**src/design/txtpx_pkg.sv**
```systemverilog
// Package for the 5x7 text pixel generator: job type, font table and
// character decode. No dependencies; used by the front, queue, back end and top.
package txtpx_pkg;

    localparam int CHAR_PITCH  = 6;
    localparam int GLYPH_COLS  = 5;
    localparam int GLYPH_ROWS  = 7;
    localparam int GLYPH_BITS  = GLYPH_COLS * GLYPH_ROWS;
    localparam int X_MAX       = 511;

    localparam logic [7:0] CODE_UPPER_A = 8'h41;
    localparam logic [7:0] CODE_UPPER_Z = 8'h5A;
    localparam logic [7:0] CODE_LOWER_A = 8'h61;
    localparam logic [7:0] CODE_LOWER_Z = 8'h7A;
    localparam logic [7:0] CODE_DIGIT_0 = 8'h30;
    localparam logic [7:0] CODE_DIGIT_9 = 8'h39;
    localparam logic [5:0] DIGIT_BASE   = 6'd26;

    // One glyph: bit (col*7 + row), column 0 / row 0 in bit 0.
    typedef logic [GLYPH_BITS-1:0] glyph_t;

    typedef struct packed {
        glyph_t     bits;
        logic [8:0] x;
        logic [6:0] y;
        logic       value;
    } job_t;

    typedef struct packed {
        logic full;
        logic empty;
    } q_status_t;

    // Glyph decode: valid flag plus index 0..35.
    typedef struct packed {
        logic       hit;
        logic [5:0] idx;
    } gsel_t;

    function automatic gsel_t glyph_select(input logic [7:0] ch);
        gsel_t g;
        g.hit = 1'b1;
        g.idx = '0;
        if (ch >= CODE_UPPER_A && ch <= CODE_UPPER_Z) begin
            g.idx = 6'(ch - CODE_UPPER_A);
        end else if (ch >= CODE_LOWER_A && ch <= CODE_LOWER_Z) begin
            g.idx = 6'(ch - CODE_LOWER_A);
        end else if (ch >= CODE_DIGIT_0 && ch <= CODE_DIGIT_9) begin
            g.idx = DIGIT_BASE + 6'(ch - CODE_DIGIT_0);
        end else begin
            g.hit = 1'b0;
        end
        return g;
    endfunction

    // Font columns, written col4..col0 so column 0 lands in the low bits.
    function automatic glyph_t glyph_rom(input logic [5:0] idx);
        glyph_t r;
        case (idx)
            6'd0:    r = {7'h00, 7'h7E, 7'h11, 7'h11, 7'h7E};
            6'd1:    r = {7'h00, 7'h36, 7'h49, 7'h49, 7'h7F};
            6'd2:    r = {7'h00, 7'h22, 7'h41, 7'h41, 7'h3E};
            6'd3:    r = {7'h00, 7'h3E, 7'h41, 7'h41, 7'h7F};
            6'd4:    r = {7'h00, 7'h41, 7'h49, 7'h49, 7'h7F};
            6'd5:    r = {7'h00, 7'h01, 7'h09, 7'h09, 7'h7F};
            6'd6:    r = {7'h00, 7'h32, 7'h51, 7'h41, 7'h3E};
            6'd7:    r = {7'h00, 7'h7F, 7'h08, 7'h08, 7'h7F};
            6'd8:    r = {7'h00, 7'h00, 7'h41, 7'h7F, 7'h41};
            6'd9:    r = {7'h00, 7'h3F, 7'h41, 7'h40, 7'h20};
            6'd10:   r = {7'h00, 7'h63, 7'h14, 7'h08, 7'h7F};
            6'd11:   r = {7'h00, 7'h40, 7'h40, 7'h40, 7'h7F};
            6'd12:   r = {7'h7F, 7'h02, 7'h04, 7'h02, 7'h7F};
            6'd13:   r = {7'h00, 7'h7F, 7'h08, 7'h04, 7'h7F};
            6'd14:   r = {7'h00, 7'h3E, 7'h41, 7'h41, 7'h3E};
            6'd15:   r = {7'h00, 7'h06, 7'h09, 7'h09, 7'h7F};
            6'd16:   r = {7'h00, 7'h3E, 7'h61, 7'h41, 7'h3E};
            6'd17:   r = {7'h00, 7'h66, 7'h19, 7'h09, 7'h7F};
            6'd18:   r = {7'h00, 7'h32, 7'h49, 7'h49, 7'h26};
            6'd19:   r = {7'h00, 7'h01, 7'h01, 7'h7F, 7'h01};
            6'd20:   r = {7'h00, 7'h3F, 7'h40, 7'h40, 7'h3F};
            6'd21:   r = {7'h1F, 7'h20, 7'h40, 7'h20, 7'h1F};
            6'd22:   r = {7'h7F, 7'h20, 7'h18, 7'h20, 7'h7F};
            6'd23:   r = {7'h63, 7'h14, 7'h08, 7'h14, 7'h63};
            6'd24:   r = {7'h07, 7'h08, 7'h70, 7'h08, 7'h07};
            6'd25:   r = {7'h43, 7'h45, 7'h49, 7'h51, 7'h61};
            6'd26:   r = {7'h3E, 7'h45, 7'h49, 7'h51, 7'h3E};
            6'd27:   r = {7'h00, 7'h40, 7'h7F, 7'h42, 7'h00};
            6'd28:   r = {7'h46, 7'h49, 7'h51, 7'h61, 7'h42};
            6'd29:   r = {7'h36, 7'h49, 7'h49, 7'h41, 7'h22};
            6'd30:   r = {7'h10, 7'h7F, 7'h12, 7'h14, 7'h18};
            6'd31:   r = {7'h31, 7'h49, 7'h49, 7'h49, 7'h2F};
            6'd32:   r = {7'h30, 7'h49, 7'h49, 7'h49, 7'h3E};
            6'd33:   r = {7'h03, 7'h05, 7'h09, 7'h71, 7'h01};
            6'd34:   r = {7'h36, 7'h49, 7'h49, 7'h49, 7'h36};
            6'd35:   r = {7'h3E, 7'h49, 7'h49, 7'h49, 7'h06};
            default: r = '0;
        endcase
        return r;
    endfunction

endpackage

```
**src/design/txtpx_front.sv**
```systemverilog
// Front end: takes character transactions, keeps the cursor, looks up and
// edge-clips the glyph, and queues a drawing job. Depends on txtpx_pkg.
module txtpx_front (
    input  logic              aclk,
    input  logic              aresetn,
    input  logic              in_valid,
    output logic              in_ready,
    input  logic [7:0]        character,
    input  logic              new_string,
    input  logic [8:0]        start_x,
    input  logic [6:0]        start_y,
    input  logic              pixel_on,
    input  logic              q_full,
    output logic              push,
    output txtpx_pkg::job_t   push_job
);
    import txtpx_pkg::*;

    logic [8:0] cursor_x_reg, cursor_x_next;
    logic [6:0] cursor_y_reg, cursor_y_next;
    logic [8:0] eff_x;
    logic [6:0] eff_y;
    logic [9:0] adv_sum;
    gsel_t      gsel;
    glyph_t     clipped;
    logic       take;

    assign in_ready = !q_full;
    assign take     = in_valid && in_ready;

    assign eff_x = new_string ? start_x : cursor_x_reg;
    assign eff_y = new_string ? start_y : cursor_y_reg;
    assign gsel  = glyph_select(character);

    // Drop columns that would fall past the right edge.
    always_comb begin
        clipped = gsel.hit ? glyph_rom(gsel.idx) : '0;
        for (int c = 0; c < GLYPH_COLS; c++) begin
            if (eff_x > 9'(X_MAX - c)) begin
                clipped[c*GLYPH_ROWS +: GLYPH_ROWS] = '0;
            end
        end
    end

    assign push           = take && (clipped != '0);
    assign push_job.bits  = clipped;
    assign push_job.x     = eff_x;
    assign push_job.y     = eff_y;
    assign push_job.value = pixel_on;

    assign adv_sum = {1'b0, eff_x} + 10'(CHAR_PITCH);

    always_comb begin
        cursor_x_next = cursor_x_reg;
        cursor_y_next = cursor_y_reg;
        if (take) begin
            cursor_x_next = (adv_sum > 10'(X_MAX)) ? 9'(X_MAX) : adv_sum[8:0];
            cursor_y_next = eff_y;
        end
    end

    always_ff @(posedge aclk) begin
        if (!aresetn) begin
            cursor_x_reg <= '0;
            cursor_y_reg <= '0;
        end else begin
            cursor_x_reg <= cursor_x_next;
            cursor_y_reg <= cursor_y_next;
        end
    end

endmodule

```
**src/design/txtpx_fifo.sv**
```systemverilog
// Two-entry job queue between front and back end.
// Depends on txtpx_pkg.
module txtpx_fifo (
    input  logic                  aclk,
    input  logic                  aresetn,
    input  logic                  push,
    input  txtpx_pkg::job_t       push_job,
    input  logic                  pop,
    output txtpx_pkg::job_t       pop_job,
    output txtpx_pkg::q_status_t  status
);
    import txtpx_pkg::*;

    job_t       mem [2];
    logic       wr_ptr_reg, wr_ptr_next;
    logic       rd_ptr_reg, rd_ptr_next;
    logic [1:0] count_reg, count_next;

    assign status.full  = (count_reg == 2'd2);
    assign status.empty = (count_reg == 2'd0);
    assign pop_job      = mem[rd_ptr_reg];

    always_comb begin
        wr_ptr_next = push ? !wr_ptr_reg : wr_ptr_reg;
        rd_ptr_next = pop  ? !rd_ptr_reg : rd_ptr_reg;
        count_next  = count_reg + 2'(push) - 2'(pop);
    end

    always_ff @(posedge aclk) begin
        if (push) begin
            mem[wr_ptr_reg] <= push_job;
        end
    end

    always_ff @(posedge aclk) begin
        if (!aresetn) begin
            wr_ptr_reg <= 1'b0;
            rd_ptr_reg <= 1'b0;
            count_reg  <= '0;
        end else begin
            wr_ptr_reg <= wr_ptr_next;
            rd_ptr_reg <= rd_ptr_next;
            count_reg  <= count_next;
        end
    end

endmodule

```
**src/design/txtpx_back.sv**
```systemverilog
// Back end: walks one glyph position per cycle, stalling on a lit one while
// the output register is held; pixels leave through it. Depends on txtpx_pkg.
module txtpx_back (
    input  logic                  aclk,
    input  logic                  aresetn,
    input  logic                  q_empty,
    input  txtpx_pkg::job_t       pop_job,
    output logic                  pop,
    output logic                  out_valid,
    input  logic                  out_ready,
    output logic [8:0]            plot_x,
    output logic [7:0]            plot_y,
    output logic                  plot_value,
    output logic                  last_pixel
);
    import txtpx_pkg::*;

    logic       busy_reg, busy_next;
    glyph_t     bits_reg, bits_next;
    logic [2:0] col_reg, col_next;
    logic [2:0] row_reg, row_next;
    logic [8:0] base_x_reg;
    logic [6:0] base_y_reg;
    logic       value_reg;

    logic       ovalid_reg, ovalid_next;
    logic [8:0] ox_reg;
    logic [7:0] oy_reg;
    logic       oval_reg;
    logic       olast_reg;

    logic       out_free;
    logic       advance;
    logic       emit;

    assign out_free = !ovalid_reg || out_ready;
    assign advance  = busy_reg && (!bits_reg[0] || out_free);
    assign emit     = advance && bits_reg[0];
    assign pop      = !busy_reg && !q_empty;

    always_comb begin
        busy_next = busy_reg;
        bits_next = bits_reg;
        col_next  = col_reg;
        row_next  = row_reg;
        if (pop) begin
            busy_next = 1'b1;
            bits_next = pop_job.bits;
            col_next  = '0;
            row_next  = '0;
        end else if (advance) begin
            bits_next = bits_reg >> 1;
            busy_next = (bits_reg[GLYPH_BITS-1:1] != '0);
            if (row_reg == 3'(GLYPH_ROWS - 1)) begin
                row_next = '0;
                col_next = col_reg + 3'd1;
            end else begin
                row_next = row_reg + 3'd1;
            end
        end
    end

    always_comb begin
        ovalid_next = ovalid_reg;
        if (emit) begin
            ovalid_next = 1'b1;
        end else if (out_ready) begin
            ovalid_next = 1'b0;
        end
    end

    always_ff @(posedge aclk) begin
        if (!aresetn) begin
            busy_reg   <= 1'b0;
            ovalid_reg <= 1'b0;
        end else begin
            busy_reg   <= busy_next;
            ovalid_reg <= ovalid_next;
        end
    end

    always_ff @(posedge aclk) begin
        bits_reg <= bits_next;
        col_reg  <= col_next;
        row_reg  <= row_next;
        if (pop) begin
            base_x_reg <= pop_job.x;
            base_y_reg <= pop_job.y;
            value_reg  <= pop_job.value;
        end
        if (emit) begin
            ox_reg    <= base_x_reg + 9'(col_reg);
            oy_reg    <= {1'b0, base_y_reg} + 8'(row_reg);
            oval_reg  <= value_reg;
            olast_reg <= (bits_reg[GLYPH_BITS-1:1] == '0);
        end
    end

    assign out_valid  = ovalid_reg;
    assign plot_x     = ox_reg;
    assign plot_y     = oy_reg;
    assign plot_value = oval_reg;
    assign last_pixel = olast_reg;

endmodule

```
**src/design/ascii_5x7_text_pixel_generator.sv**
```systemverilog
// 5x7 text pixel generator, top level. A character passes the queue entry,
// the back end's glyph register and the output register before its first
// pixel is valid, after the unlit positions ahead of its first lit one are
// walked. The back end walks one glyph position per cycle unless a lit one
// waits on a stalled output; a character holds it for a load step and its
// positions up to its last lit one. Blank or clipped-away ones draw nothing.
// Reset (aresetn low, synchronous) clears cursor, queue and output valid.
module ascii_5x7_text_pixel_generator (
    input  logic        aclk,
    input  logic        aresetn,
    // character transactions
    input  logic        s_tvalid,
    output logic        s_tready,
    input  logic [31:0] s_tdata,  // character[7:0], start_x[16:8], start_y[23:17], pixel_on[24]
    input  logic        s_tuser,  // new_string
    // pixel plot transactions
    output logic        m_tvalid,
    input  logic        m_tready,
    output logic [23:0] m_tdata,  // plot_x[8:0], plot_y[16:9], plot_value[17]
    output logic        m_tlast   // last_pixel
);
    import txtpx_pkg::*;

    // front end -> queue
    logic       push;
    job_t       push_job;
    // queue -> back end
    logic       pop;
    job_t       pop_job;
    q_status_t  q_status;

    logic [8:0] plot_x;
    logic [7:0] plot_y;
    logic       plot_value;

    // Front end: cursor tracking, font lookup, right-edge clipping.
    // Accepts whenever the queue has room, so a whole string of blank
    // characters streams through at one per cycle.
    txtpx_front u_front (
        .aclk       (aclk),
        .aresetn    (aresetn),
        .in_valid   (s_tvalid),
        .in_ready   (s_tready),
        .character  (s_tdata[7:0]),
        .new_string (s_tuser),
        .start_x    (s_tdata[16:8]),
        .start_y    (s_tdata[23:17]),
        .pixel_on   (s_tdata[24]),
        .q_full     (q_status.full),
        .push       (push),
        .push_job   (push_job)
    );

    // Two jobs of slack between the sides.
    txtpx_fifo u_fifo (
        .aclk     (aclk),
        .aresetn  (aresetn),
        .push     (push),
        .push_job (push_job),
        .pop      (pop),
        .pop_job  (pop_job),
        .status   (q_status)
    );

    // Back end: scans columns then rows, one glyph bit a cycle, stalls on
    // a lit bit while the output register is still held.
    txtpx_back u_back (
        .aclk       (aclk),
        .aresetn    (aresetn),
        .q_empty    (q_status.empty),
        .pop_job    (pop_job),
        .pop        (pop),
        .out_valid  (m_tvalid),
        .out_ready  (m_tready),
        .plot_x     (plot_x),
        .plot_y     (plot_y),
        .plot_value (plot_value),
        .last_pixel (m_tlast)
    );

    assign m_tdata = {6'b0, plot_value, plot_y, plot_x};

endmodule

```
**config.mk**
```make
export PLATFORM = sky130hd
export DESIGN_NAME = ascii_5x7_text_pixel_generator
export DESIGN_NICKNAME = d
export VERILOG_FILES = /design/src/design/txtpx_pkg.sv /design/src/design/txtpx_front.sv /design/src/design/txtpx_fifo.sv /design/src/design/txtpx_back.sv /design/src/design/ascii_5x7_text_pixel_generator.sv
export SDC_FILE = /design/constraint.sdc
export NUM_CORES = 1
export LEC_CHECK = 0
export BUFFER_PORTS_ARGS = -buffer_cell sky130_fd_sc_hd__buf_2
export CORE_MARGIN = 8
export CORE_UTILIZATION = 61
export CTS_CLUSTER_SIZE = 25
export DETAILED_ROUTE_END_ITERATION = 16
export PLACE_DENSITY_LB_ADDON = 0.1
export SLEW_MARGIN = 20
export SYNTH_ARGS = -nofsm -noshare
export SYNTH_HDL_FRONTEND = slang
export SYNTH_SLANG_ARGS = --single-unit
```
**constraint.sdc**
```tcl
create_clock -name aclk -period 7.1 [get_ports aclk]
set_input_delay 0.355 -clock aclk [delete_from_list [all_inputs] [get_ports aclk]]
set_output_delay 0.355 -clock aclk [all_outputs]
set_load 0.01 [all_outputs]
```
==> reports/summary.md, run 1 <==
Once placement finished, the instance area stood at 11,220 um^2. Clock tree synthesis found a total of 204 sinks. Compared with the post-synthesis result, the final layout area differs by 11.07%. The run finished with clean final reports. The initial antenna violation count was 0. By instance count, the cell type seen most on the critical path is sky130_fd_sc_hd__ha_1.

For the effective utilization at floorplan, the log shows 0.6254. Walking the worst path, the cells encountered are buf_2 -> inv_1 -> ha_1 -> nor2b_1 -> o21bai_1 -> o32ai_2 -> inv_2 -> ha_1 -> clkinv_1 -> nor3_1 -> a221oi_1 -> a211oi_1 -> nor4_1 -> nand3_1 -> o31ai_1 -> buf_4 -> nor2_4 -> buf_12. Clock latency on the worst-skew pair, taken at its later pin, is 0.50 ns. For this block, the initial DRC count from the detailed router was 883.

In this design, the stage delay of the slowest critical-path cell is 0.70 ns. The part of the cycle the worst path needs was 0.7991; the worst voltage drop across the vdd grid was 0.4453 mV. The number of endpoints failing setup at the final stage is 0, and the number of enable flip-flop cells after synthesis is 175.

Summed over all instances, the cell type with the most area after synthesis is sky130_fd_sc_hd__edfxtp_1. For the core footprint, the log shows 17,300 um^2. The count of cells in the finished layout, fillers not included, comes to 1,220. During synthesis, Yosys emitted a total of 0 warnings. The most used standard cell by instance count after synthesis was sky130_fd_sc_hd__edfxtp_1. In the routed layout, each cell is associated on average with a via count of 6.643.

For this run, the top clock speed supported by timing is 176.2 MHz. The number of remaining DRC errors was 0; the post-CTS setup buffer count was 0. At the end of the flow, the number of nets in the layout was 1,049. The run gives 85 as the number of distinct library cells after synthesis. The HPWL after detailed placement is 19.42 mm.

The data arrival time of the worst path was 5.85 ns. The run gives 0 as the number of hold violations in the final report. The run gives 0 as the number of antenna repair diodes. The worst relative slew slack is 0.3517.

The global-route total usage across every layer is 0.2492, and the cell area after layout is 12,010 um^2. The total global routing overflow came out at 0. The number of buffers and inverters on the critical path is 6. The top-area cell type share of the netlist area was 0.4858. Wires add up to 28.34 mm. The total die area was 22,250 um^2. The path type of the worst min-delay path is in2reg.

The via count of the first global-routing pass was 7,898; the die boundary height was 149.2 um. The number of max-slew violations in the final report is 0, and the last weighted congestion value of the routability-driven placer is 1.023. Counting along the longest clock path gives a buffer depth of 3. The pre-antenna-repair detailed-routing pass consisted of 6 iterations. The commonest cells after synthesis are 175 x sky130_fd_sc_hd__edfxtp_1, 93 x sky130_fd_sc_hd__nand2_1, 69 x sky130_fd_sc_hd__o21ai_0, 50 x sky130_fd_sc_hd__mux2i_1, 49 x sky130_fd_sc_hd__a21oi_1.

The async set-or-reset flop fraction in the synthesized netlist is 0. The power per standard cell area works out to 357.0 nW/um^2. The share of cells above drive strength 1 was 0.1568. The die is 149.2 um wide.

In this run the worst path has a maximum fanout of 36. The post-synthesis sequential element count came out at 204. The first global-routing pass estimated 43.71 mm of wire. The routed layout has 8,104 vias.

At the worst endpoint, the required time is 7.28 ns. Including well taps, the total number of placed cells is 1,180. The run gives 0.5395 as the sequential element share of the synthesized area.

TritonCTS built the clock tree. Buffers inserted during clock tree synthesis total 22. The dominant register cell in the synthesized netlist is sky130_fd_sc_hd__edfxtp_1. Dividing the detail-routed wire length by the instance count gives 23.23 um.

In this run the mean area of a mapped cell was 11.41 um^2. The tools report the post-synthesis instance total as 948. For the filler cell count, the log shows 1,189. Total negative slack for setup checks: 0 ns. Final core area utilization: 0.6946.

Family with the most delay on the worst path: compound AO/OA/AOI/OAI gates. The routed design could run at a clock period as short as 5.674 ns. After clock tree synthesis, the clock-pin slew on the worst setup and hold paths is 0.07 ns.

The maximum number of pins on one net before global-route repair was 73; the number of placement rows was 48. The detail route stage leaves a number of antenna-violating nets equal to 0. STA classifies the critical path startpoint as an input pin. For this design, the CTS-stage hold fixing added 0 buffers.

The design draws 4.289 mW. The count of buffers inserted at the top-level ports is 50, and the synthesized area is 10,820 um^2. Max-cap violations in this run came to 0.

Setup repair after global routing left no endpoint under its margin. The H-tree depth came out at 1. Cell at the root of the clock tree: sky130_fd_sc_hd__clkbuf_16. The post-cts resize count came out at 0.

The kind of capture point of the worst setup path was a flip-flop. The I/O pin count was 64. The run gives 0.01290 ns as the clock tree skew after final layout. The slowest stage of the critical path belongs to the cell sky130_fd_sc_hd__o21bai_1.

The worst setup path is of the in2reg kind. For the leakage power summed over all cells, the log shows 4.484 nW. The number of flip-flops under the largest register name is 104. By area the synthesized netlist is led by sky130_fd_sc_hd__edfxtp_1 49%, sky130_fd_sc_hd__dfxtp_1 5.4%, sky130_fd_sc_hd__mux2i_1 4.6%. At the pin with the least slew margin, the transition time is 0.9480 ns.
placed cells by master, fill, tap and decap left out, types with 6 or more instances in the layout:
| master | instances |
|---|---|
| sky130_fd_sc_hd__nor3_1 | 15 |
| sky130_fd_sc_hd__nand4_1 | 8 |
| sky130_fd_sc_hd__o21ai_0 | 69 |
| sky130_fd_sc_hd__a221oi_1 | 9 |
| sky130_fd_sc_hd__nand2_1 | 93 |
| sky130_fd_sc_hd__nor2_1 | 38 |
| sky130_fd_sc_hd__o211ai_1 | 15 |
| sky130_fd_sc_hd__buf_2 | 50 |
| sky130_fd_sc_hd__and3_1 | 10 |
| sky130_fd_sc_hd__dfxtp_1 | 28 |
| sky130_fd_sc_hd__a211oi_1 | 13 |
| sky130_fd_sc_hd__nand3_1 | 17 |
| sky130_fd_sc_hd__ha_1 | 31 |
| sky130_fd_sc_hd__xnor2_1 | 23 |
| sky130_fd_sc_hd__mux2i_1 | 50 |
| sky130_fd_sc_hd__conb_1 | 6 |
| sky130_fd_sc_hd__nor4_1 | 20 |
| sky130_fd_sc_hd__mux2_2 | 28 |
| sky130_fd_sc_hd__buf_4 | 13 |
| sky130_fd_sc_hd__nand3b_1 | 6 |
| sky130_fd_sc_hd__o21a_1 | 7 |
| sky130_fd_sc_hd__and2_1 | 8 |
| sky130_fd_sc_hd__clkbuf_16 | 23 |
| sky130_fd_sc_hd__a31oi_1 | 6 |
| sky130_fd_sc_hd__inv_1 | 33 |
| sky130_fd_sc_hd__a21oi_1 | 49 |
| sky130_fd_sc_hd__a21boi_0 | 8 |
| sky130_fd_sc_hd__edfxtp_1 | 175 |
per-layer routing:
layer,vias to the layer above,global-route usage,wire length [um]
li1,3653,-,-
met2,455,0.4206,13830
met3,51,0.03671,2575
met1,3945,0.3228,11220
met5,-,0,0
met4,0,0.08582,707
cell type report:
| cell class | count | area (um^2) | share of cell area |
|---|---|---|---|
| tap | 225 | 281.5 | 0.02343 |
| inverter | 38 | 142.6 | 0.01187 |
| timing repair buffer | 65 | 387.9 | 0.03229 |
| multi-input combinational | 648 | 4576 | 0.3809 |
| clock inverter | 8 | 130.1 | 0.01083 |
| sequential | 204 | 5837 | 0.4858 |
| clock buffer | 32 | 659.4 | 0.05488 |
through the flow:
| step | setup slack (ns) | hold slack (ns) |
|---|---|---|
| global route | 1.098 | 0.05773 |
| detailed placement | 1.090 | 0.4125 |
| finish | 1.426 | 0.07330 |
| floorplan | 0.9832 | 0.4003 |
| global placement | 1.089 | 0.4040 |
| CTS | 1.617 | 0.05636 |
path summary, 6_finish.rpt:
path / start / to / slack [ns] / depth (start not counted)
worst min register to register: u_back.value_reg / u_back.plot_value / 0.46 / 0
worst max-delay path: s_tdata[2] / u_fifo.mem[0][30] / 1.43 / 18
worst min-delay path: s_tdata[24] / u_fifo.mem[0][0] / 0.07 / 1
worst max register to register: u_front.cursor_x_reg[1] / u_fifo.count_reg[1] / 2.39 / 17
power breakdown:
part | switching (mW) | total, mW | internal (mW)
sequential | 0.183 | 1.99 | 1.81
combinational | 0.707 | 1.07 | 0.363
clock | 0.466 | 1.23 | 0.759
total | 1.36 | 4.29 | 2.93
kinds of logic (layout without fill, tap and decap cells):
family	after synthesis	after routing	synth area share
simple gates	251	251	0.1193
compound gates	250	250	0.1585
flops	204	204	0.5395
buf+inv	101	143	0.04129
mux	80	80	0.07889
fa+ha+maj	33	33	0.03956
xor+xnor	28	28	0.02267
other cells	1	6	0.0003467
No activity file was read; power rests on OpenSTA's default activity.
==> run 2: changes to the inputs <==
--- a/config.mk
+++ b/config.mk
@@ -7,7 +7,7 @@
 export LEC_CHECK = 0
 export BUFFER_PORTS_ARGS = -buffer_cell sky130_fd_sc_hd__buf_2
 export CORE_MARGIN = 8
-export CORE_UTILIZATION = 61
+export CORE_UTILIZATION = 56
 export CTS_CLUSTER_SIZE = 25
 export DETAILED_ROUTE_END_ITERATION = 16
 export PLACE_DENSITY_LB_ADDON = 0.1
==> constraint.sdc (replaced) <==
create_clock -name aclk -period 4.7 [get_ports aclk]
set_input_delay 0.235 -clock aclk [delete_from_list [all_inputs] [get_ports aclk]]
set_output_delay 0.235 -clock aclk [all_outputs]
set_load 0.01 [all_outputs]
==> run 2 against run 1 <==
  * Combinational power up 61%
  * Sequential share of layout area down 3.8 points
  * Sequential power up 51%
  * Register-to-register slack worse by 1.9 ns
  * Critical path type unchanged
  * Largest cell class unchanged
==> reports/summary.md, run 2 (synthesized netlist as in run 1, its figures left out) <==
The flow ran to the end, and the final reports show no timing, DRC or antenna violations. The share of cells above drive strength 1 is 0.2516 (+0.09477). The logs give 3 (unchanged) for the maximum buffer depth of the clock tree and 7,885 (-0.16%) for the via count of the first global-routing pass. The final core area utilization was 0.6783 (-0.01626); the transition time of the tightest slew-check pin was 1.000 ns (+0.05251 ns).

Final cell count without fillers: 1,390 (+14%). For the number of max-cap violations, the log shows 0 (unchanged). The path type of the worst setup path was in2reg. Switching fraction of total power: 0.3141 (-0.002131).

The tools report the total die area as 24,020 um^2 (+8.0%). The run gives 4.77 ns (-1.08 ns) as the data arrival time of the worst path. Compared with the post-synthesis result, the final layout area differs by 20.45%. The clock latency reported for the late side of the worst-skew pair is 0.50 ns (about the same), and the number of flip-flops under the largest register name is 104 (unchanged).

The delay of the slowest cell on the worst path was 0.58 ns (-0.12 ns); the clock tree skew after final layout was 0.02165 ns (+0.008749 ns). The last weighted congestion value of the routability-driven placer is 0.9679 (-5.4%), and the overall power consumption is 6.226 mW (+45%). The worst setup path is captured at a flip-flop. Total number of vias: 8,171 (+0.83%). The number of max-slew violations in the final report is 0 (unchanged), and the buffers plus inverters on the worst setup path is 6 (unchanged). Clock share of power: 0.241 (-0.045).

The total global routing overflow is 0 (unchanged), and the total net switching power is 1.956 mW (+44%). The leakage power summed over all cells was 5.075 nW (+13%). The worst hold path belongs to the class in2reg. The first-iteration detailed-routing DRC count was 640 (-28%); the time the worst path needs with I/O delays and setup was 4.388 ns.

In the layout the commonest cells are 175 x sky130_fd_sc_hd__edfxtp_1, 137 x sky130_fd_sc_hd__buf_4, 93 x sky130_fd_sc_hd__nand2_1, 69 x sky130_fd_sc_hd__o21ai_0. The logs give 0.3330 (-0.01867) for the worst relative slew slack and 5 (-1) for the count of TritonRoute iterations in the first routing pass. The filler cell count was 1,430 (+20%). I/O pin count: 64 (unchanged). The signal on the critical path passes through buf_2 -> clkinvlp_4 -> ha_1 -> or4b_4 -> o21ai_1 -> o21a_1 -> buf_4 -> ha_1 -> inv_1 -> mux4_2 -> nor2_1 -> a2111oi_0 -> buf_4 -> nor4_1 -> nand3_1 -> o31ai_4 -> ha_1 -> inv_1 -> ha_1 -> xnor2_1 -> xnor2_1 -> and2_1.

The tools report the number of placed instances, taps included as 1,351 (+14%). The critical path launch point type is an input pin. The final wirelength came out at 27.95 mm (-1.4%). Cell with the largest stage delay on the worst path: sky130_fd_sc_hd__nor4_1. The number of sinks driven by the clock tree is 204 (unchanged).

The power per standard cell area works out to 477.8 nW/um^2 (+34%). The logs give 4.270 mW (+46%) for the internal power component and 0.277 (+0.028) for the power share of the combinational group. The number of remaining DRC errors is 0 (unchanged), and the part of the cycle the worst path needs is 0.9337. Setup repair after global routing left no endpoint under its margin.

Based on the critical path, the design can be clocked at up to 227.9 MHz. The horizontal die dimension was 155.0 um (+3.9%); the post-detailed-route wirelength per cell was 20.10 um (-13%). The run gives 0.2605 mV (-41%) as the worst voltage drop across the vdd grid.

Number of antenna repair diodes: 0 (unchanged). TritonCTS built the clock tree. The number of hold violations in the final report was 0 (unchanged); the die boundary height was 155.0 um (+3.9%). The global-route wire length before repair is 44.05 mm (+0.77%), and the clock-pin slew reported for the worst setup and hold paths after clock tree synthesis is 0.06 ns (about the same). For the global-route total usage across every layer, the log shows 0.2334 (-0.01585). The cell family contributing the most delay on the critical path is simple AND/OR/NAND/NOR gates. The final layout net count was 1,180 (+12%); the post-cts resize count was 0 (unchanged). The tools report the initial antenna violation count as 0 (unchanged). The average via count per standard cell was 5.878 (-12%).

The number of endpoints failing setup at the final stage came out at 0 (unchanged). The count of buffers inserted at the top-level ports came out at 50 (unchanged). Cell occurring most often along the worst timing path: sky130_fd_sc_hd__ha_1. The HPWL reported at the end of detailed placement was 21.03 mm (+8.3%); the required time reported for the critical path endpoint was 5.08 ns (-2.20 ns). The critical-path maximum fanout is 10 (-72%), and the number of clock buffers inserted by TritonCTS is 21 (-4.5%). The H-tree depth is 1 (unchanged). Maximum number of pins on one net before global-route repair: 73 (unchanged). The run gives 19,210 um^2 (+11%) as the core footprint.

The number of placement rows came out at 51 (+6.3%). The tools report the sequential group share of total power as 0.482 (+0.017). The tools report the cell at the root of the clock tree as sky130_fd_sc_hd__clkbuf_16. The number of antenna-violating nets in the routed design was 0 (unchanged); the effective utilization at floorplan was 0.5632 (-0.06221).

The library cell used most frequently in the layout, excluding fill and tap cells, is sky130_fd_sc_hd__edfxtp_1.
-- run 2: through the flow --
step / instance area [um^2] / hold slack, ns / setup TNS (ns) / setup WS (ns)
final: 13030 / 0.08582 / 0 / 0.3118
after floorplan: 10890 / 0.3339 / 0 / 0.03137
after CTS: 13030 / 0.06827 / 0 / 0.3147
after detailed placement: 12390 / 0.4165 / -0.2140 / -0.1781
after global placement: 12390 / 0.4053 / -0.1368 / -0.1368
after global routing: 13030 / 0.08509 / 0 / 0.04152
-- run 2: worst paths after layout --
path / startpoint / endpoint / slack, ns / depth (start not counted)
worst max register to register: u_front.cursor_x_reg[6] / u_fifo.count_reg[1] / 0.49 / 16
worst min register to register: u_back.value_reg / u_back.plot_value / 0.43 / 0
worst max-delay path: s_tdata[1] / u_fifo.count_reg[1] / 0.31 / 22
worst min-delay path: m_tready / u_back.out_valid / 0.09 / 3
-- run 2: cell type report --
class,instances,area [um^2],share of cell area
repair buffers,197,1469,0.1127
flip-flops and latches,204,5837,0.4480
clock inverters,10,62.56,0.004802
well taps,265,331.6,0.02545
multi-input cells,648,4621,0.3547
inverters,38,146.4,0.01124
clock buffers,28,561.8,0.04312
-- run 2: what timing repair did --
action	CTS	global route
hold buffers	1	0
hold endpoints to repair	2	0
buffers inserted	0	0
-- run 2: power by group through the flow --
stage	clock (mW)	sequential, mW	combinational (mW)
after floorplan	0	2.95	1.14
after global placement	0	3.02	1.71
after detailed placement	0	3.04	1.72
after CTS	1.52	3.01	1.73
after global routing	1.60	3.06	1.92
final	1.50	3.00	1.72
-- run 2: worst register-to-register path, stage by stage, from the launching register on --
cell,delay (ns)
sky130_fd_sc_hd__dfxtp_1,0.40
sky130_fd_sc_hd__nand4b_1,0.21
sky130_fd_sc_hd__a222oi_1,0.51
sky130_fd_sc_hd__a2bb2oi_1,0.13
sky130_fd_sc_hd__a31oi_1,0.32
sky130_fd_sc_hd__a211o_1,0.28
sky130_fd_sc_hd__a2111oi_0,0.13
sky130_fd_sc_hd__buf_4,0.16
sky130_fd_sc_hd__nor4_1,0.58
sky130_fd_sc_hd__nand3_1,0.25
sky130_fd_sc_hd__o31ai_4,0.30
sky130_fd_sc_hd__ha_1,0.26
sky130_fd_sc_hd__inv_1,0.06
sky130_fd_sc_hd__ha_1,0.14
sky130_fd_sc_hd__xnor2_1,0.13
sky130_fd_sc_hd__xnor2_1,0.07
sky130_fd_sc_hd__and2_1,0.15
-- run 2: routing by layer --
| layer | track usage | wire length [um] | vias to the layer above |
|---|---|---|---|
| met5 | 0 | 0 | - |
| met4 | 0.08959 | 907 | 0 |
| met3 | 0.02829 | 1534 | 49 |
| met2 | 0.3644 | 12670 | 283 |
| met1 | 0.3280 | 12830 | 3923 |
| li1 | - | - | 3916 |
==> run 3: changes to the inputs <==
--- a/config.mk
+++ b/config.mk
@@ -6,8 +6,9 @@
 export NUM_CORES = 1
 export LEC_CHECK = 0
 export BUFFER_PORTS_ARGS = -buffer_cell sky130_fd_sc_hd__buf_2
+export CAP_MARGIN = 20
 export CORE_MARGIN = 8
-export CORE_UTILIZATION = 56
+export CORE_UTILIZATION = 55
 export CTS_CLUSTER_SIZE = 25
 export DETAILED_ROUTE_END_ITERATION = 16
 export PLACE_DENSITY_LB_ADDON = 0.1
==> constraint.sdc (replaced) <==
create_clock -name aclk -period 4.8 [get_ports aclk]
set_input_delay 0.24 -clock aclk [delete_from_list [all_inputs] [get_ports aclk]]
set_output_delay 0.24 -clock aclk [all_outputs]
set_load 0.01 [all_outputs]
==> run 3 against run 2 <==
  * Combinational power down 3%
  * Critical path type unchanged
  * Wire length down 3.0%
  * Design area decreased by 2.1%
  * First-iteration DRC count down 0.63%
  * Worst setup slack gained 0.17 ns
  * Via count fell by 1.1%
==> reports/summary.md, run 3 (synthesized netlist as in run 1, its figures left out) <==
The effective utilization at floorplan was 0.5576 (-0.005557); the average via count per standard cell was 6.025 (+2.5%). STA classifies the critical path startpoint as an input pin. The number of antenna repair diodes is 0 (unchanged), and the number of placed instances, taps included is 1,305 (-3.4%). The area of placed instances was 12,060 um^2 (-2.7%).

Leaving out fill and tap cells, the most frequent cells in the layout are 175 x sky130_fd_sc_hd__edfxtp_1, 93 x sky130_fd_sc_hd__nand2_1, 89 x sky130_fd_sc_hd__buf_4, 69 x sky130_fd_sc_hd__o21ai_0. The worst setup path is of the in2reg kind. The commonest non-fill, non-tap cell in the layout was sky130_fd_sc_hd__edfxtp_1. The count of buffers inserted at the top-level ports was 50 (unchanged); the total number of vias was 8,085 (-1.1%). The maximum number of pins on one net before global-route repair is 73 (unchanged), and the number of max-slew violations in the final report is 0 (unchanged). Power per standard cell area: 485.8 nW/um^2 (+1.7%). The die boundary height was 156.2 um (+0.81%).

The tools report the overall power consumption as 6.196 mW (-0.48%). The logs give 5.18 ns (+0.10 ns) for the required time reported for the critical path endpoint and 231.5 MHz for the highest attainable clock frequency. Maximum buffer depth of the clock tree: 3 (unchanged). The run gives 4.70 ns (-0.07 ns) as the data arrival time of the worst path. For the global-route wire length before repair, the log shows 42.51 mm (-3.5%). The count of TritonRoute iterations in the first routing pass was 5 (unchanged); the number of hold violations in the final report was 0 (unchanged). The share of cells above drive strength 1 is 0.2210 (-0.03057). The clock latency reported for the late side of the worst-skew pair is 0.49 ns (about the same), and the worst hold slack after final layout is 0.09479 ns (+0.008968 ns). The critical-path maximum fanout was 22 (+12); the final wirelength was 27.11 mm (-3.0%). The number of flip-flops under the largest register name works out to 104 (unchanged). Setup repair after global routing left no endpoint under its margin. The worst relative slew slack is 0.4123 (+0.07929). The run gives 0 ns (unchanged) as the total negative slack for setup checks. The final layout net count is 1,134 (-3.9%), and the clock tree skew after final layout is 0.01807 ns (-0.003574 ns). The H-tree depth was 1 (unchanged); the post-detailed-route wirelength per cell was 20.20 um (+0.49%). The tools report the cell at the root of the clock tree as sky130_fd_sc_hd__clkbuf_16. The tools report the core footprint as 19,400 um^2 (+1.0%). The cell area after layout was 12,750 um^2 (-2.1%); the transition time of the tightest slew-check pin was 0.8816 ns (-0.1189 ns).

The horizontal die dimension was 156.2 um (+0.81%). The path type of the worst min-delay path is in2reg. The layout overhead on the synthesized area is 17.89%, and the setup slack after layout is 0.4800 ns (+0.1683 ns).

Total die area: 24,410 um^2 (+1.6%). For the leakage power summed over all cells, the log shows 4.903 nW (-3.4%). The last weighted congestion value of the routability-driven placer came out at 0.9984 (+3.2%). The initial antenna violation count came out at 0 (unchanged).

The tools report the kind of capture point of the worst setup path as a flip-flop. For the first-iteration detailed-routing DRC count, the log shows 636 (-0.63%). For the number of endpoints failing setup at the final stage, the log shows 0 (unchanged). TritonCTS built the clock tree. The flow ran to the end, and the final reports show no timing, DRC or antenna violations.

The logs give 0.2217 (-0.01172) for the global-route total usage across every layer and 0.2362 mV (-9.3%) for the worst voltage drop across the vdd grid. The tools report the number of sinks driven by the clock tree as 204 (unchanged). The HPWL reported at the end of detailed placement is 20.04 mm (-4.7%), and the time the worst path needs with I/O delays and setup is 4.320 ns. The pre-CTS setup slack is 0.02420 ns (+0.2023 ns), and the via count of the first global-routing pass is 7,696 (-2.4%). The logs give 64 (unchanged) for the I/O pin count and 0 (unchanged) for the post-CTS setup buffer count. The part of the cycle the worst path needs came out at 0.9000.

The clock-pin slew reported for the worst setup and hold paths after clock tree synthesis came out at 0.06 ns (about the same). The number of antenna-violating nets in the routed design is 0 (unchanged). The worst-case register-to-register setup slack is 0.62 ns (+0.13 ns), and the number of max-cap violations is 0 (unchanged). The post-cts resize count was 0 (unchanged); the number of remaining DRC errors was 0 (unchanged). The logs give 1,342 (-3.5%) for the final cell count without fillers and 0.6574 (-0.02095) for the final core area utilization.

The run gives 21 (unchanged) as the number of clock buffers inserted by TritonCTS. The run gives 51 (unchanged) as the number of placement rows. For the total global routing overflow, the log shows 0 (unchanged).
## run 3: cell type report
cell class / instances / area (um^2)
Clock buffer: 24 / 536.8
Sequential cell: 204 / 5837
Fill cell: 1516 / 6646
Timing Repair Buffer: 151 / 1149
Inverter: 38 / 142.6
Multi-Input combinational cell: 648 / 4616
Tap cell: 265 / 331.6
Clock inverter: 12 / 140.1
## run 3: path summary, 6_finish.rpt
check                           from                  end  cells after the start
max                       s_tdata[1]  u_fifo.count_reg[1]                     22
min                         m_tready     u_back.out_valid                      3
max reg2reg  u_front.cursor_x_reg[2]  u_fifo.count_reg[1]                     18
min reg2reg         u_back.value_reg    u_back.plot_value                      0
## run 3: critical path, stage by stage
cell                       delay, ns
sky130_fd_sc_hd__buf_2          0.14
sky130_fd_sc_hd__inv_1          0.09
sky130_fd_sc_hd__buf_4          0.16
sky130_fd_sc_hd__ha_1           0.33
sky130_fd_sc_hd__inv_1          0.10
sky130_fd_sc_hd__a211oi_1       0.48
sky130_fd_sc_hd__a31oi_4        0.14
sky130_fd_sc_hd__inv_2          0.16
sky130_fd_sc_hd__buf_12         0.17
sky130_fd_sc_hd__a21oi_1        0.09
sky130_fd_sc_hd__buf_4          0.17
sky130_fd_sc_hd__a221oi_2       0.27
sky130_fd_sc_hd__nor3_1         0.11
sky130_fd_sc_hd__or4_1          0.52
sky130_fd_sc_hd__or3_1          0.38
sky130_fd_sc_hd__o31ai_4        0.28
sky130_fd_sc_hd__ha_1           0.27
sky130_fd_sc_hd__inv_1          0.06
sky130_fd_sc_hd__ha_1           0.16
sky130_fd_sc_hd__xnor2_1        0.14
sky130_fd_sc_hd__xnor2_1        0.08
sky130_fd_sc_hd__and2_1         0.15
## run 3: timing repair
action,4_1_cts,5_1_grt
endpoints found under the setup margin,0,0
hold buffers,1,0
endpoints found under the hold margin,2,0
## run 3: layer usage
| layer | vias up | GRT usage | part of all wire |
|---|---|---|---|
| li1 | 3822 | - | - |
| met1 | 3858 | 0.3122 | 0.45 |
| met2 | 331 | 0.3463 | 0.45 |
| met3 | 74 | 0.03116 | 0.064 |
| met4 | 0 | 0.07597 | 0.034 |
| met5 | - | 0 | 0 |
## run 3: report_power, final
| part | leakage (nW) | internal (mW) | switching (mW) |
|---|---|---|---|
| Clock | 0.336 | 0.965 | 0.635 |
| Sequential | 1.92 | 2.67 | 0.256 |
| Combinational | 2.65 | 0.645 | 1.02 |
| Total | 4.90 | 4.28 | 1.91 |
